<file path="src/rtl/igrid_pkg.sv">
// Package for the Ising grid energy block: shared widths, reset values,
// register indexes and the per-site flag struct. No dependencies.
`timescale 1ns / 1ps
`default_nettype none

package igrid_pkg;

  // Fixed field widths
  localparam int unsigned FIELD_W  = 16;
  localparam int unsigned ENERGY_W = 32;
  localparam int unsigned CFG_W    = 7;

  // Defaults for the top-level parameters
  localparam int unsigned MAX_ROWS_DEF   = 64;
  localparam int unsigned MAX_COLS_DEF   = 64;
  localparam int unsigned COUPLING_W_DEF = 16;

  // Configuration port geometry
  localparam int unsigned APB_ADDR_W = 4;
  localparam int unsigned APB_DATA_W = 32;

  // Register reset values
  localparam logic [CFG_W-1:0] ROWS_RST     = 7'd8;
  localparam logic [CFG_W-1:0] COLS_RST     = 7'd8;
  localparam logic             PERIODIC_RST = 1'b0;

  // Register indexes (byte address divided by four)
  typedef enum logic [1:0] {
    REG_ROWS     = 2'd0,
    REG_COLS     = 2'd1,
    REG_PERIODIC = 2'd2
  } reg_idx_e;

  // Position flags of one site, passed from the input stage to the energy stage
  typedef struct packed {
    logic col_first;
    logic row_first;
    logic last_col;
    logic bottom_row;
    logic periodic;
  } site_flags_t;

endpackage

`default_nettype wire

</file>
<file path="src/rtl/igrid_linebuf.sv">
// Line buffer: one write port, one registered read port, and a bypass for
// a read that hits the entry written at the same clock edge. No dependencies.
`timescale 1ns / 1ps
`default_nettype none

module igrid_linebuf #(
  parameter int unsigned DEPTH = 64,
  parameter int unsigned WIDTH = 17,
  parameter int unsigned AW    = 6
) (
  input  wire logic             clk_i,
  input  wire logic             rst_ni,
  input  wire logic             we_i,
  input  wire logic [AW-1:0]    waddr_i,
  input  wire logic [WIDTH-1:0] wdata_i,
  input  wire logic             re_i,
  input  wire logic [AW-1:0]    raddr_i,
  output      logic [WIDTH-1:0] rdata_o
);

  logic [WIDTH-1:0] mem [DEPTH];
  logic [WIDTH-1:0] rd_q;
  logic [WIDTH-1:0] byp_data_q;
  logic             byp_q;

  // Storage write and registered read; a same-edge read sees the old word.
  always_ff @(posedge clk_i) begin
    if (we_i) begin
      mem[waddr_i] <= wdata_i;
    end
    if (re_i) begin
      rd_q       <= mem[raddr_i];
      byp_data_q <= wdata_i;
    end
  end

  // Remember whether the read collided with a write to the same entry.
  always_ff @(posedge clk_i or negedge rst_ni) begin
    if (!rst_ni) begin
      byp_q <= 1'b0;
    end else if (re_i) begin
      byp_q <= we_i && (waddr_i == raddr_i);
    end
  end

  assign rdata_o = byp_q ? byp_data_q : rd_q;

endmodule

`default_nettype wire

</file>
<file path="src/rtl/igrid_energy.sv">
// Energy stage: sums the field and neighbor-pair terms of one site, adds them
// to the saturating running sum and holds the result request. Uses igrid_pkg.
`timescale 1ns / 1ps
`default_nettype none

module igrid_energy #(
  parameter int unsigned COUPLING_WIDTH = igrid_pkg::COUPLING_W_DEF
) (
  input  wire logic                                clk_i,
  input  wire logic                                rst_ni,
  input  wire logic                                adv_i,
  input  wire igrid_pkg::site_flags_t              flags_i,
  input  wire logic                                spin_i,
  input  wire logic signed [COUPLING_WIDTH-1:0]    jr_i,
  input  wire logic signed [COUPLING_WIDTH-1:0]    jb_i,
  input  wire logic signed [igrid_pkg::FIELD_W-1:0] h_i,
  input  wire logic                                above_spin_i,
  input  wire logic signed [COUPLING_WIDTH-1:0]    above_jb_i,
  input  wire logic                                first_row_spin_i,
  input  wire logic                                out_stall_i,
  output      logic                                out_valid_o,
  output      logic signed [igrid_pkg::ENERGY_W-1:0] energy_o,
  output      logic                                saturated_o
);

  localparam int unsigned BASE_W = (COUPLING_WIDTH > igrid_pkg::FIELD_W) ?
                                   COUPLING_WIDTH : igrid_pkg::FIELD_W;
  // Five terms of at most BASE_W+1 bits each
  localparam int unsigned DW = BASE_W + 4;
  localparam int unsigned TW = ((DW > igrid_pkg::ENERGY_W) ? DW : igrid_pkg::ENERGY_W) + 2;
  localparam logic signed [TW-1:0] SAT_MAX =
    signed'({{(TW-igrid_pkg::ENERGY_W+1){1'b0}}, {(igrid_pkg::ENERGY_W-1){1'b1}}});
  localparam logic signed [TW-1:0] SAT_MIN =
    signed'({{(TW-igrid_pkg::ENERGY_W+1){1'b1}}, {(igrid_pkg::ENERGY_W-1){1'b0}}});

  logic                                  row_first_spin_q;
  logic                                  left_spin_q;
  logic signed [COUPLING_WIDTH-1:0]      left_jr_q;
  logic signed [igrid_pkg::ENERGY_W-1:0] sum_q;
  logic                                  ovf_q;
  logic                                  out_vld_q;
  logic signed [igrid_pkg::ENERGY_W-1:0] energy_q;
  logic                                  sat_q;

  logic                                  rf_spin;
  logic                                  fr_spin;
  logic signed [DW-1:0]                  t_field;
  logic signed [DW-1:0]                  t_left;
  logic signed [DW-1:0]                  t_wrap_col;
  logic signed [DW-1:0]                  t_above;
  logic signed [DW-1:0]                  t_wrap_row;
  logic signed [DW-1:0]                  delta;
  logic signed [TW-1:0]                  total;
  logic                                  clamp_hi;
  logic                                  clamp_lo;
  logic signed [igrid_pkg::ENERGY_W-1:0] sum_d;
  logic                                  ovf_d;
  logic                                  grid_done;

  // Per-site terms; a pair adds +J for equal spins and -J otherwise.
  // A site of the first row is its own first-row partner when the grid has one row.
  always_comb begin
    rf_spin    = flags_i.col_first ? spin_i : row_first_spin_q;
    fr_spin    = flags_i.row_first ? spin_i : first_row_spin_i;
    t_field    = spin_i ? -DW'(h_i) : DW'(h_i);
    t_left     = '0;
    t_wrap_col = '0;
    t_above    = '0;
    t_wrap_row = '0;
    if (!flags_i.col_first) begin
      t_left = (spin_i == left_spin_q) ? DW'(left_jr_q) : -DW'(left_jr_q);
    end
    if (flags_i.last_col && flags_i.periodic) begin
      t_wrap_col = (spin_i == rf_spin) ? DW'(jr_i) : -DW'(jr_i);
    end
    if (!flags_i.row_first) begin
      t_above = (spin_i == above_spin_i) ? DW'(above_jb_i) : -DW'(above_jb_i);
    end
    if (flags_i.bottom_row && flags_i.periodic) begin
      t_wrap_row = (spin_i == fr_spin) ? DW'(jb_i) : -DW'(jb_i);
    end
    delta = t_field + t_left + t_wrap_col + t_above + t_wrap_row;
  end

  // Saturating accumulate of the site's total.
  always_comb begin
    total    = TW'(sum_q) + TW'(delta);
    clamp_hi = total > SAT_MAX;
    clamp_lo = total < SAT_MIN;
    if (clamp_hi) begin
      sum_d = igrid_pkg::ENERGY_W'(SAT_MAX);
    end else if (clamp_lo) begin
      sum_d = igrid_pkg::ENERGY_W'(SAT_MIN);
    end else begin
      sum_d = igrid_pkg::ENERGY_W'(total);
    end
    ovf_d     = ovf_q || clamp_hi || clamp_lo;
    grid_done = flags_i.last_col && flags_i.bottom_row;
  end

  // Running state of the grid; it returns to zero after the final site.
  always_ff @(posedge clk_i or negedge rst_ni) begin
    if (!rst_ni) begin
      row_first_spin_q <= 1'b0;
      left_spin_q      <= 1'b0;
      left_jr_q        <= '0;
      sum_q            <= '0;
      ovf_q            <= 1'b0;
    end else if (adv_i) begin
      if (grid_done) begin
        row_first_spin_q <= 1'b0;
        left_spin_q      <= 1'b0;
        left_jr_q        <= '0;
        sum_q            <= '0;
        ovf_q            <= 1'b0;
      end else begin
        row_first_spin_q <= rf_spin;
        left_spin_q      <= spin_i;
        left_jr_q        <= jr_i;
        sum_q            <= sum_d;
        ovf_q            <= ovf_d;
      end
    end
  end

  // Result request valid flag.
  always_ff @(posedge clk_i or negedge rst_ni) begin
    if (!rst_ni) begin
      out_vld_q <= 1'b0;
    end else if (adv_i && grid_done) begin
      out_vld_q <= 1'b1;
    end else if (!out_stall_i) begin
      out_vld_q <= 1'b0;
    end
  end

  // Result payload.
  always_ff @(posedge clk_i) begin
    if (adv_i && grid_done) begin
      energy_q <= sum_d;
      sat_q    <= ovf_d;
    end
  end

  assign out_valid_o = out_vld_q;
  assign energy_o    = energy_q;
  assign saturated_o = sat_q;

`ifndef SYNTHESIS
  // A result is only loaded into a free or draining result register.
  assert property (@(posedge clk_i) disable iff (!rst_ni)
    (adv_i && grid_done) |-> (!out_vld_q || !out_stall_i))
    else $error("result overwritten while still held");

  // A new result request only follows the final site of a grid.
  assert property (@(posedge clk_i) disable iff (!rst_ni)
    $rose(out_vld_q) |-> $past(adv_i && grid_done))
    else $error("result request without final site");
`endif

endmodule

`default_nettype wire

</file>
<file path="src/rtl/ising_grid_energy.sv">
// The final site is held in the input stage, then its result in the result register.
// One site per cycle, unless a final site waits on a stalled result; the line buffers
// read a column per cycle via a registered port; the sum and saturation are combinational.
// Reset clears the indexes, the running sum, the requests and the above-row valid bits;
// registers return to 8 rows, 8 columns, open boundary. Line buffer data is not cleared.
// Depends on igrid_pkg, igrid_linebuf and igrid_energy.
`timescale 1ns / 1ps
`default_nettype none

module ising_grid_energy #(
  parameter int unsigned MAX_ROWS       = igrid_pkg::MAX_ROWS_DEF,
  parameter int unsigned MAX_COLUMNS    = igrid_pkg::MAX_COLS_DEF,
  parameter int unsigned COUPLING_WIDTH = igrid_pkg::COUPLING_W_DEF
) (
  input  wire logic                                  clk_i,
  input  wire logic                                  rst_ni,
  // Site requests
  input  wire logic                                  in_valid_i,
  output      logic                                  in_stall_o,
  input  wire logic                                  spin_bit_i,
  input  wire logic signed [COUPLING_WIDTH-1:0]      right_coupling_i,
  input  wire logic signed [COUPLING_WIDTH-1:0]      below_coupling_i,
  input  wire logic signed [igrid_pkg::FIELD_W-1:0]  site_field_i,
  // Result requests
  output      logic                                  out_valid_o,
  input  wire logic                                  out_stall_i,
  output      logic signed [igrid_pkg::ENERGY_W-1:0] energy_o,
  output      logic                                  saturated_o,
  // Configuration port
  input  wire logic                                  psel,
  input  wire logic                                  penable,
  input  wire logic                                  pwrite,
  input  wire logic [igrid_pkg::APB_ADDR_W-1:0]      paddr,
  input  wire logic [igrid_pkg::APB_DATA_W-1:0]      pwdata,
  output      logic [igrid_pkg::APB_DATA_W-1:0]      prdata,
  output      logic                                  pready
);

  localparam int unsigned RC_W = $clog2(MAX_ROWS + 1);
  localparam int unsigned CC_W = $clog2(MAX_COLUMNS + 1);
  localparam int unsigned RI_W = (MAX_ROWS > 1) ? $clog2(MAX_ROWS) : 1;
  localparam int unsigned CI_W = (MAX_COLUMNS > 1) ? $clog2(MAX_COLUMNS) : 1;

  // Configuration registers
  logic [igrid_pkg::CFG_W-1:0] rows_cfg_q;
  logic [igrid_pkg::CFG_W-1:0] cols_cfg_q;
  logic                        periodic_q;
  logic                        cfg_wr;
  igrid_pkg::reg_idx_e         reg_idx;

  // Grid position
  logic [RI_W-1:0] row_q;
  logic [CI_W-1:0] col_q;
  logic [RC_W-1:0] rows_eff;
  logic [CC_W-1:0] cols_eff;
  logic [RI_W-1:0] r_cur;
  logic [CI_W-1:0] c_cur;
  logic            bottom_row;
  logic            last_col;

  // Input stage
  logic                                 acc;
  logic                                 adv;
  logic                                 s0_vld_q;
  igrid_pkg::site_flags_t               flags_d;
  igrid_pkg::site_flags_t               flags_q;
  logic                                 spin_q;
  logic signed [COUPLING_WIDTH-1:0]     jr_q;
  logic signed [COUPLING_WIDTH-1:0]     jb_q;
  logic signed [igrid_pkg::FIELD_W-1:0] h_q;
  logic [CI_W-1:0]                      c_q;

  // Line buffer read side
  logic [MAX_COLUMNS-1:0]           above_vld_q;
  logic                             above_vld_rd_q;
  logic [COUPLING_WIDTH:0]          above_rd;
  logic [0:0]                       first_rd;
  logic                             above_spin;
  logic                             out_valid;

  // Configuration writes and reads
  assign reg_idx = igrid_pkg::reg_idx_e'(paddr[3:2]);
  assign cfg_wr  = psel && penable && pwrite;
  assign pready  = 1'b1;

  always_ff @(posedge clk_i or negedge rst_ni) begin
    if (!rst_ni) begin
      rows_cfg_q <= igrid_pkg::ROWS_RST;
      cols_cfg_q <= igrid_pkg::COLS_RST;
      periodic_q <= igrid_pkg::PERIODIC_RST;
    end else if (cfg_wr) begin
      unique case (reg_idx)
        igrid_pkg::REG_ROWS:     rows_cfg_q <= pwdata[igrid_pkg::CFG_W-1:0];
        igrid_pkg::REG_COLS:     cols_cfg_q <= pwdata[igrid_pkg::CFG_W-1:0];
        igrid_pkg::REG_PERIODIC: periodic_q <= pwdata[0];
        default: ;
      endcase
    end
  end

  always_comb begin
    unique case (reg_idx)
      igrid_pkg::REG_ROWS:     prdata = igrid_pkg::APB_DATA_W'(rows_cfg_q);
      igrid_pkg::REG_COLS:     prdata = igrid_pkg::APB_DATA_W'(cols_cfg_q);
      igrid_pkg::REG_PERIODIC: prdata = igrid_pkg::APB_DATA_W'(periodic_q);
      default:                 prdata = '0;
    endcase
  end

  // Effective grid size: zero counts as one, values above the bound clamp.
  always_comb begin
    if (rows_cfg_q == '0) begin
      rows_eff = RC_W'(1);
    end else if (32'(rows_cfg_q) > 32'(MAX_ROWS)) begin
      rows_eff = RC_W'(MAX_ROWS);
    end else begin
      rows_eff = RC_W'(rows_cfg_q);
    end
    if (cols_cfg_q == '0) begin
      cols_eff = CC_W'(1);
    end else if (32'(cols_cfg_q) > 32'(MAX_COLUMNS)) begin
      cols_eff = CC_W'(MAX_COLUMNS);
    end else begin
      cols_eff = CC_W'(cols_cfg_q);
    end
  end

  // Position of the incoming site; an index past the end counts as the last.
  always_comb begin
    r_cur      = (RC_W'(row_q) >= rows_eff) ? RI_W'(rows_eff - RC_W'(1)) : row_q;
    c_cur      = (CC_W'(col_q) >= cols_eff) ? CI_W'(cols_eff - CC_W'(1)) : col_q;
    bottom_row = (RC_W'(r_cur) == rows_eff - RC_W'(1));
    last_col   = (CC_W'(c_cur) == cols_eff - CC_W'(1));
    flags_d.col_first  = (c_cur == '0);
    flags_d.row_first  = (r_cur == '0);
    flags_d.last_col   = last_col;
    flags_d.bottom_row = bottom_row;
    flags_d.periodic   = periodic_q;
  end

  // Handshake: the input stage drains unless its result cannot be stored.
  assign adv = s0_vld_q &&
               (!(flags_q.last_col && flags_q.bottom_row) || !out_valid || !out_stall_i);
  assign in_stall_o = s0_vld_q && !adv;
  assign acc        = in_valid_i && !in_stall_o;

  // Raster counters advance as each site is accepted.
  always_ff @(posedge clk_i or negedge rst_ni) begin
    if (!rst_ni) begin
      row_q <= '0;
      col_q <= '0;
    end else if (acc) begin
      if (last_col) begin
        col_q <= '0;
        row_q <= bottom_row ? '0 : r_cur + RI_W'(1);
      end else begin
        col_q <= c_cur + CI_W'(1);
        row_q <= r_cur;
      end
    end
  end

  // Input stage valid flag and position flags.
  always_ff @(posedge clk_i or negedge rst_ni) begin
    if (!rst_ni) begin
      s0_vld_q <= 1'b0;
      flags_q  <= '0;
    end else if (acc) begin
      s0_vld_q <= 1'b1;
      flags_q  <= flags_d;
    end else if (adv) begin
      s0_vld_q <= 1'b0;
    end
  end

  // Input stage payload.
  always_ff @(posedge clk_i) begin
    if (acc) begin
      spin_q <= spin_bit_i;
      jr_q   <= right_coupling_i;
      jb_q   <= below_coupling_i;
      h_q    <= site_field_i;
      c_q    <= c_cur;
    end
  end

  // Above-row spins read as zero until their column is first written.
  always_ff @(posedge clk_i or negedge rst_ni) begin
    if (!rst_ni) begin
      above_vld_q    <= '0;
      above_vld_rd_q <= 1'b0;
    end else begin
      if (adv) begin
        above_vld_q[c_q] <= 1'b1;
      end
      if (acc) begin
        above_vld_rd_q <= above_vld_q[c_cur] || (adv && (c_q == c_cur));
      end
    end
  end

  // Row above: spin and below coupling of each column.
  igrid_linebuf #(
    .DEPTH (MAX_COLUMNS),
    .WIDTH (COUPLING_WIDTH + 1),
    .AW    (CI_W)
  ) u_above_buf (
    .clk_i   (clk_i),
    .rst_ni  (rst_ni),
    .we_i    (adv),
    .waddr_i (c_q),
    .wdata_i ({spin_q, jb_q}),
    .re_i    (acc),
    .raddr_i (c_cur),
    .rdata_o (above_rd)
  );

  // First-row spins for the wrap from the last row.
  igrid_linebuf #(
    .DEPTH (MAX_COLUMNS),
    .WIDTH (1),
    .AW    (CI_W)
  ) u_first_buf (
    .clk_i   (clk_i),
    .rst_ni  (rst_ni),
    .we_i    (adv && flags_q.row_first),
    .waddr_i (c_q),
    .wdata_i (spin_q),
    .re_i    (acc),
    .raddr_i (c_cur),
    .rdata_o (first_rd)
  );

  assign above_spin = above_vld_rd_q && above_rd[COUPLING_WIDTH];

  igrid_energy #(
    .COUPLING_WIDTH (COUPLING_WIDTH)
  ) u_energy (
    .clk_i            (clk_i),
    .rst_ni           (rst_ni),
    .adv_i            (adv),
    .flags_i          (flags_q),
    .spin_i           (spin_q),
    .jr_i             (jr_q),
    .jb_i             (jb_q),
    .h_i              (h_q),
    .above_spin_i     (above_spin),
    .above_jb_i       (signed'(above_rd[COUPLING_WIDTH-1:0])),
    .first_row_spin_i (first_rd[0]),
    .out_stall_i      (out_stall_i),
    .out_valid_o      (out_valid),
    .energy_o         (energy_o),
    .saturated_o      (saturated_o)
  );

  assign out_valid_o = out_valid;

`ifndef SYNTHESIS
  // The input side is only held back by an occupied input stage.
  assert property (@(posedge clk_i) disable iff (!rst_ni)
    in_stall_o |-> s0_vld_q)
    else $error("input stalled with empty input stage");

  // Accepting the final site of a grid restarts the raster at the origin.
  assert property (@(posedge clk_i) disable iff (!rst_ni)
    (acc && last_col && bottom_row) |=> (row_q == '0) && (col_q == '0))
    else $error("raster counters not reset after final site");
`endif

endmodule

`default_nettype wire

</file>
<file path="config.mk">
export PLATFORM = sky130hd
export DESIGN_NAME = ising_grid_energy
export DESIGN_NICKNAME = d
export VERILOG_FILES = /design/src/rtl/igrid_pkg.sv /design/src/rtl/igrid_linebuf.sv /design/src/rtl/igrid_energy.sv /design/src/rtl/ising_grid_energy.sv
export SDC_FILE = /design/constraint.sdc
export NUM_CORES = 2
export LEC_CHECK = 0
export ABC_CLOCK_PERIOD_IN_PS = 13100
export BUFFER_PORTS_ARGS = -buffer_cell sky130_fd_sc_hd__buf_2
export CAP_MARGIN = 20
export CORE_ASPECT_RATIO = 2
export CORE_MARGIN = 10
export CORE_UTILIZATION = 45
export CTS_BUF_LIST = sky130_fd_sc_hd__clkbuf_4
export DETAILED_ROUTE_END_ITERATION = 8
export GPL_TIMING_DRIVEN = 1
export PLACE_DENSITY = 0.7
export RECOVER_POWER = 100
export SLEW_MARGIN = 10
export SYNTH_ARGS = -nofsm -noshare
export SYNTH_HDL_FRONTEND = slang
export SYNTH_SLANG_ARGS = --single-unit
</file>
<file path="constraint.sdc">
create_clock -name clk_i -period 13.1 [get_ports clk_i]
set_input_delay 1.31 -clock clk_i [delete_from_list [all_inputs] [get_ports clk_i]]
set_output_delay 1.31 -clock clk_i [all_outputs]
set_load 0.02 [all_outputs]
</file>
## Yosys cells after proc, flatten, opt, wreduce, memory -nomap -nowiden

Memory sizes are Yosys's and may differ from the RTL's. A register that Yosys moved wholly into a read port is not among the register bits.
Index checks and enable logic that the tools add are counted.
Widths: inputs -> output; s select.

| word-level totals | value |
|---|---|
| memories kept | 2 |
| memory bits (writable) | 1152 |
| bits of input ports | 92 |
| logic and storage cells | 141 |
| register bits | 258 |

Memories:

| memory | depth | width | rd ports | clocked after memory_dff | write ports | RTL line | source |
|---|---|---|---|---|---|---|---|
| u_above_buf.mem | 64 | 17 | 1 | 1 | 1 | igrid_linebuf.sv:21 | `logic [WIDTH-1:0] mem [DEPTH];` |
| u_first_buf.mem | 64 | 1 | 1 | 1 | 1 | igrid_linebuf.sv:21 |  |

| cells by class | value |
|---|---|
| reductions and logical operators | 33 |
| equality and inequality tests | 10 |
| order comparisons | 9 |
| bitwise operators | 1 |
| multiplexer cells | 42 |
| $add $sub $neg | 14 |

Operators by type and width:

| kind | number |
|---|---|
| $mux 20 | 9 |
| $neg 16->20 | 5 |
| $mux 32 | 3 |
| $add 20x20->20 | 4 |
| $or 64x64->64 | 1 |
| $gt 34x32->1 const B | 1 |
| $lt 34x32->1 const B | 1 |
| $add 32x20->33 | 1 |
| $mux 6 | 5 |
| $mux 7 | 4 |
| $pmux 7 s3 | 1 |
| $mux 17 | 1 |
| $mux 1 | 16 |
| $mux 16 | 1 |
| $eq 6x7->1 | 2 |
| $ge 6x7->1 | 2 |
| $gt 7x7->1 const B | 2 |
| $logic_and 1x1->1 | 14 |
| $logic_not 7->1 | 2 |
| $lt 6x7->1 const B | 2 |
| $sub 7x1->7 const B | 2 |
| $add 6x1->6 const B | 2 |
| $logic_not 6->1 | 2 |
| $bmux 1 s6 | 1 |
| other kinds (12) | 25 |

## Depth between registers and ports, before layout

| logic depth | value |
|---|---|
| word-level depth | 12 |
| mapped depth | 38 |
| mapped depth without buffers | 34 |

## Hierarchy

From an unflattened synthesis, not the netlist that was laid out.

| second synthesis, totals | value |
|---|---|
| cells, all modules | 3909 |
| area, all modules | 63651.0 um^2 |

By module, submodules not included:

| module | area an instance (um^2) | instances | cells an instance |
|---|---|---|---|
| igrid_linebuf (u_above_buf) | 43700.7 | 1 | 2002 |
| igrid_energy | 9429.0 | 1 | 1059 |
| ising_grid_energy | 7452.1 | 1 | 628 |
| igrid_linebuf (u_first_buf) | 3069.2 | 1 | 220 |

## Worst setup path before layout

No wires, ideal clock.

| timing | value |
|---|---|
| kind | reg-to-reg |
| from | register spin_q |
| to | register u_energy.sum_q[22] in the netlist's numbering |
| data required time | 13.017 ns |
| period minus slack after synthesis | 10.250 ns |
| stages on the path, launching flop included | 37 |
| setup time | 0.083 ns |
| data arrival time | 10.167 ns |
| slack | 2.850 ns |
| path through | edfxtp_1 clkbuf_1 buf_1 xor2_1 nor2_1 a211oi_1 fa_1 inv_1 fa_1 fa_1 inv_1 ha_1 fa_1 a21o_1 a21oi_1 nor2_1 a211oi_1 a21oi_1 a41o_1 o41ai_1 o21ai_0 o41ai_1 xnor2_1 ha_1 clkbuf_1 nand4_1 or2_2 o22ai_1 nor3_1 a21oi_1 o31a_1 o21bai_1 o2bb2ai_1 clkbuf_1 clkbuf_1 nor3_1 o21ai_0 |

| on the way | value |
|---|---|
| longest elaborated chain between the ends | 12 |
| elaborated cells between the ends (all ways) | 25 |
| classes of those cells | add/sub (5); order compare (2); eq/ne (4); mux (14) |

RTL lines:

| item | RTL line | source |
|---|---|---|
| start, declared | ising_grid_energy.sv:67 | `logic spin_q;` |
| start signal, assigned | ising_grid_energy.sv:179 | `spin_q <= spin_bit_i;` |
| $eq 1x1->1 / $mux 1 (equally long branches) | igrid_energy.sv:71, igrid_energy.sv:63 |  |
| $mux 20 / $eq 1x1->1 (equally long branches) | igrid_energy.sv:71, igrid_energy.sv:74 |  |
| $mux 20 (on tied branches) | igrid_energy.sv:70, igrid_energy.sv:74 |  |
| $add 20x20->20 / $mux 20 (equally long branches) | igrid_energy.sv:82, igrid_energy.sv:73 |  |
| $add 20x20->20 (2 in series) | igrid_energy.sv:82 | `delta = t_field + t_left + t_wrap_col + t_above + t_wrap_row;` |
| $add 20x20->20 (*) | igrid_energy.sv:82 |  |
| $add 32x20->33 (*) | igrid_energy.sv:87 | `total = TW'(sum_q) + TW'(delta);` |
| $lt 34x32->1 | igrid_energy.sv:89 | `clamp_lo = total < SAT_MIN;` |
| $mux 32 | igrid_energy.sv:92 | `end else if (clamp_lo) begin` |
| $mux 32 (*) | igrid_energy.sv:90 | `if (clamp_hi) begin` |
| $mux 32 (*) | igrid_energy.sv:110 | `if (grid_done) begin` |
| end signal, assigned | igrid_energy.sv:120 | `sum_q <= sum_d;` |
| end, declared | igrid_energy.sv:39 | `logic signed [igrid_pkg::ENERGY_W-1:0] sum_q;` |

Every way passes the cells marked *; elsewhere a longest branch is shown, timed or not.
A chain may end at the register's enable or synchronous reset.

## Final worst setup path

| timing | value |
|---|---|
| from | register jb_q[7] |
| to | register u_energy.sum_q[1] in the netlist's numbering |

| on the way | value |
|---|---|
| longest elaborated chain between the ends | 9 |
| elaborated cells between the ends (all ways) | 10 |
| classes of those cells | add/sub (3); order compare (2); mux (5) |

RTL lines:

| item | RTL line | source |
|---|---|---|
| start, declared | ising_grid_energy.sv:69 | `logic signed [COUPLING_WIDTH-1:0] jb_q;` |
| start signal, assigned | ising_grid_energy.sv:181 | `jb_q <= below_coupling_i;` |
| $neg 16->20 | igrid_energy.sv:80 | `t_wrap_row = (spin_i == fr_spin) ? DW'(jb_i) : -DW'(jb_i);` |
| $mux 20 (*) | igrid_energy.sv:80 |  |
| $mux 20 (*) | igrid_energy.sv:79 | `if (flags_i.bottom_row && flags_i.periodic) begin` |
| $add 20x20->20 (*) | igrid_energy.sv:82 |  |
| $add 32x20->33 (*) | igrid_energy.sv:87 |  |
| $lt 34x32->1 | igrid_energy.sv:89 |  |
| $mux 32 | igrid_energy.sv:92 |  |
| $mux 32 (*) | igrid_energy.sv:90 |  |
| $mux 32 (*) | igrid_energy.sv:110 |  |

Marked as above.

==> impl_metrics.py <==
metrics = {
    "finish": {
        "layout-drive-gt1-share_pct": 13.8,
        "finalNetCount": 5182,
        "final_util_pct": 49.6,
        "area_growth_pct": 9.83,
    },
    "grt": {
        "first_global_vias": 42905,
        "antenna_found_initial": 23,
        "use_met2_pct": 41.3,
        "gr-max-usage-layer": "met2",
        "grt_max_degree": 175,
        "use_met3_pct": 3.62,
        "grt_pass1_wl_um": 259000,
        "use_met1_pct": 22.1,
        "track_usage_pct": 22.5,
        "grt_overflow": 0,
    },
    "floorplanning": {
        "core_area_um2": 136000,
        "ios": 160,
        "dieArea_um2": 153000,
        "fp.dieH_um": 543,
        "start_util_pct": 45.2,
        "num_rows": 192,
        "die_width_um": 282,
    },
    "clock_network": {
        "cts_resized": 0,
        "cts-buffers-inserted": 301,
        "ctsHoldBuffers": 0,
        "cts_max_level": 5,
        "clockBufferDepth": 4,
        "clkSinkCount": 1427,
        "cts_tree": "yes",
        "clk_pin_slew_ps": 80,
        "clk-insertion-delay-late_ps": 1100,
        "post_cts_buffers": 0,
        "cts_root_buffer": "clkbuf_4",
    },
    "critical_path": {
        "cpPeakStageDelay_ps": 2480,
        "worstPathRequired_ps": 14010,
        "cpMaxStageDelayCell": "clkbuf_1",
        "path_class": "register to register",
        "crit_path_max_fanout": 69,
        "cp.arrival_ps": 12490,
        "crit_path_start_kind": "register",
        "critPathCaptureType": "register",
        "cp_common_cell": "a21oi_1",
    },
    "logic_synthesis": {
        "synth.cell_area_um2": 61700,
        "synthCells": 4705,
        "ys_seq_area_share_pct": 68.3,
        "synth_cell_type_count": 83,
        "syn_area_per_cell_um2": 13.1,
        "ys_async_sr_fraction_pct": 10.7,
        "synth_edf_count": 1275,
        "ys_warn_count": 0,
        "ys_ff_latch": 1427,
        "synth-main-ff-cell": "edfxtp_1",
    },
    "run_status": {
        "failed_checks": "capacitance limit, slew limit",
        "status": "complete, but fails checks",
    },
    "sta": {
        "hold_viol": 0,
        "max_slew_margin_pct": -460,
        "fin_crit_sh_pct": 88.4,
        "rsz0062_at_grt": "no",
        "timing.final.max_slew_violations": 1795,
        "tightest_slew_ps": 8390,
        "fmax_ghz": 0.0863,
        "finalSetupViolCount": 0,
        "layout_min_cycle_time_ps": 11590,
        "setup-tns-final_ps": 0,
        "setup_slack_ps": 1510,
        "finClkSkew_ps": 74.6,
        "timing.hold.ws_ps": 384,
    },
    "place": {
        "hpwlAfterDp_um": 107000,
        "pre_cts_ws_ps": 2340,
        "io_buffers": 106,
        "gp_congestion": 0.932,
    },
    "detailed_routing": {
        "vias": 42069,
        "drt-total-wl_um": 176000,
        "drcViolationCount": 0,
        "viasPerCell": 6.05,
        "antenna_left": 0,
        "drt-initial-drc-count": 3836,
        "routedWlPerCell_um": 25.4,
        "first_pass_iters": 6,
    },
    "flow_run": {
        "maxCapViolations": 38,
    },
    "hold_path": {
        "hold_class": "input port to register",
    },
}
flip-flops by register name, indices dropped and copies added, names as in the netlist, 17 cells and up:
register and count:
u_above_buf.mem 1088, u_above_buf.rd_q 17, u_energy.sum_q 32, u_above_buf.byp_data_q 17, above_vld_q 64, u_first_buf.mem 64, u_energy.energy_o 32
Yosys cell counts (all sizes together) (21+ instances only):
cell type  number  area (µm²)
a21o           26         195
a21oi          93         469
a31oi         312        1960
buf           134         759
clkbuf        204         766
dfrtp         150        3750
edfxtp       1275       38300
fa             57        1140
ha             77         963
inv           114         428
mux2           21         240
mux2i          25         250
nand2         739        2770
nand2b         31         194
nand3          21         105
nor2          219         822
nor3          337        1690
o21ai         102         510
o221ai        308        2700
or2            71         444
or3            26         163
or4            24         180
xnor2          75         657
xor2           55         482
cells by family after synthesis:
family                     after synthesis  share of synthesized area, %
adders and majority gates              134                          3.41
AOI/OAI and AO/OA                      961                          11.2
DFF                                   1427                          68.3
buffers and inverters                  453                          3.17
and+or+nand+nor                       1552                          11.3
xor gates and xnor gates               130                          1.85
muxes                                   46                         0.796
other                                    2                        0.0122
worst max-delay path: cells and delay by family (launching register included):
family	cells	cell delay, ps
xor gates and xnor gates	1	650
and+or+nand+nor	8	2600
AOI/OAI and AO/OA	13	2850
DFF	1	320
buffers and inverters	3	2580
adders and majority gates	5	2390
layout make-up:
class | count | area (µm²)
fill | 11691 | 68700
sequential | 1427 | 42100
multi-input combinational | 2849 | 17800
clock buffer | 421 | 3160
tap | 1746 | 2180
timing repair buffer | 262 | 1360
clock inverter | 98 | 591
inverter | 115 | 448
antenna | 30 | 75.1
through the flow:
stage | instance area [µm²] | instances
finish | 67700 | 6948
global route | 67700 | 6940
CTS | 68100 | 6910
detailed placement | 64400 | 6391
global placement | 64300 | 6384
floorplan | 61700 | 4729
worst paths after layout:
path,slack [ps],endpoint,depth (start not counted),startpoint
max in group asynchronous,7060,above_vld_q[25]$_DFFE_PN0P_,2,rst_ni
max reg2reg,1510,u_energy.sum_q[1]$_DFFE_PN0P_,30,jb_q[7]$_DFFE_PP_
min,380,jr_q[4]$_DFFE_PP_,1,right_coupling_i[4]
max,1510,u_energy.sum_q[1]$_DFFE_PN0P_,30,jb_q[7]$_DFFE_PP_
min reg2reg,470,above_vld_q[45]$_DFFE_PN0P_,1,above_vld_q[45]$_DFFE_PN0P_
min in group asynchronous,1220,flags_q[2]$_DFFE_PN0P_,1,rst_ni
routing by layer:
layer | vias to the layer above | wire (µm)
met4 | 8 | 14400
met3 | 614 | 12100
met2 | 2082 | 93700
met1 | 20830 | 56000
li1 | 18535 | -
met5 | - | 50
cell usage in the layout (no fill, tap or decap), types with 75 or more instances in the layout:
cell type | synthesis | layout
a21oi_1 | 92 | 91
a31oi_1 | 310 | 310
clkbuf_1 | 204 | 140
clkbuf_4 | 0 | 423
dfrtp_1 | 150 | 150
edfxtp_1 | 1275 | 1275
ha_1 | 77 | 77
inv_1 | 111 | 109
nand2_1 | 739 | 739
nor2_1 | 219 | 199
nor3_1 | 337 | 334
o21ai_0 | 100 | 99
o221ai_1 | 307 | 308
xnor2_1 | 75 | 75
Power is not shown: default switching activity piles up to over one toggle a cycle in this logic, so the estimate is an artifact.
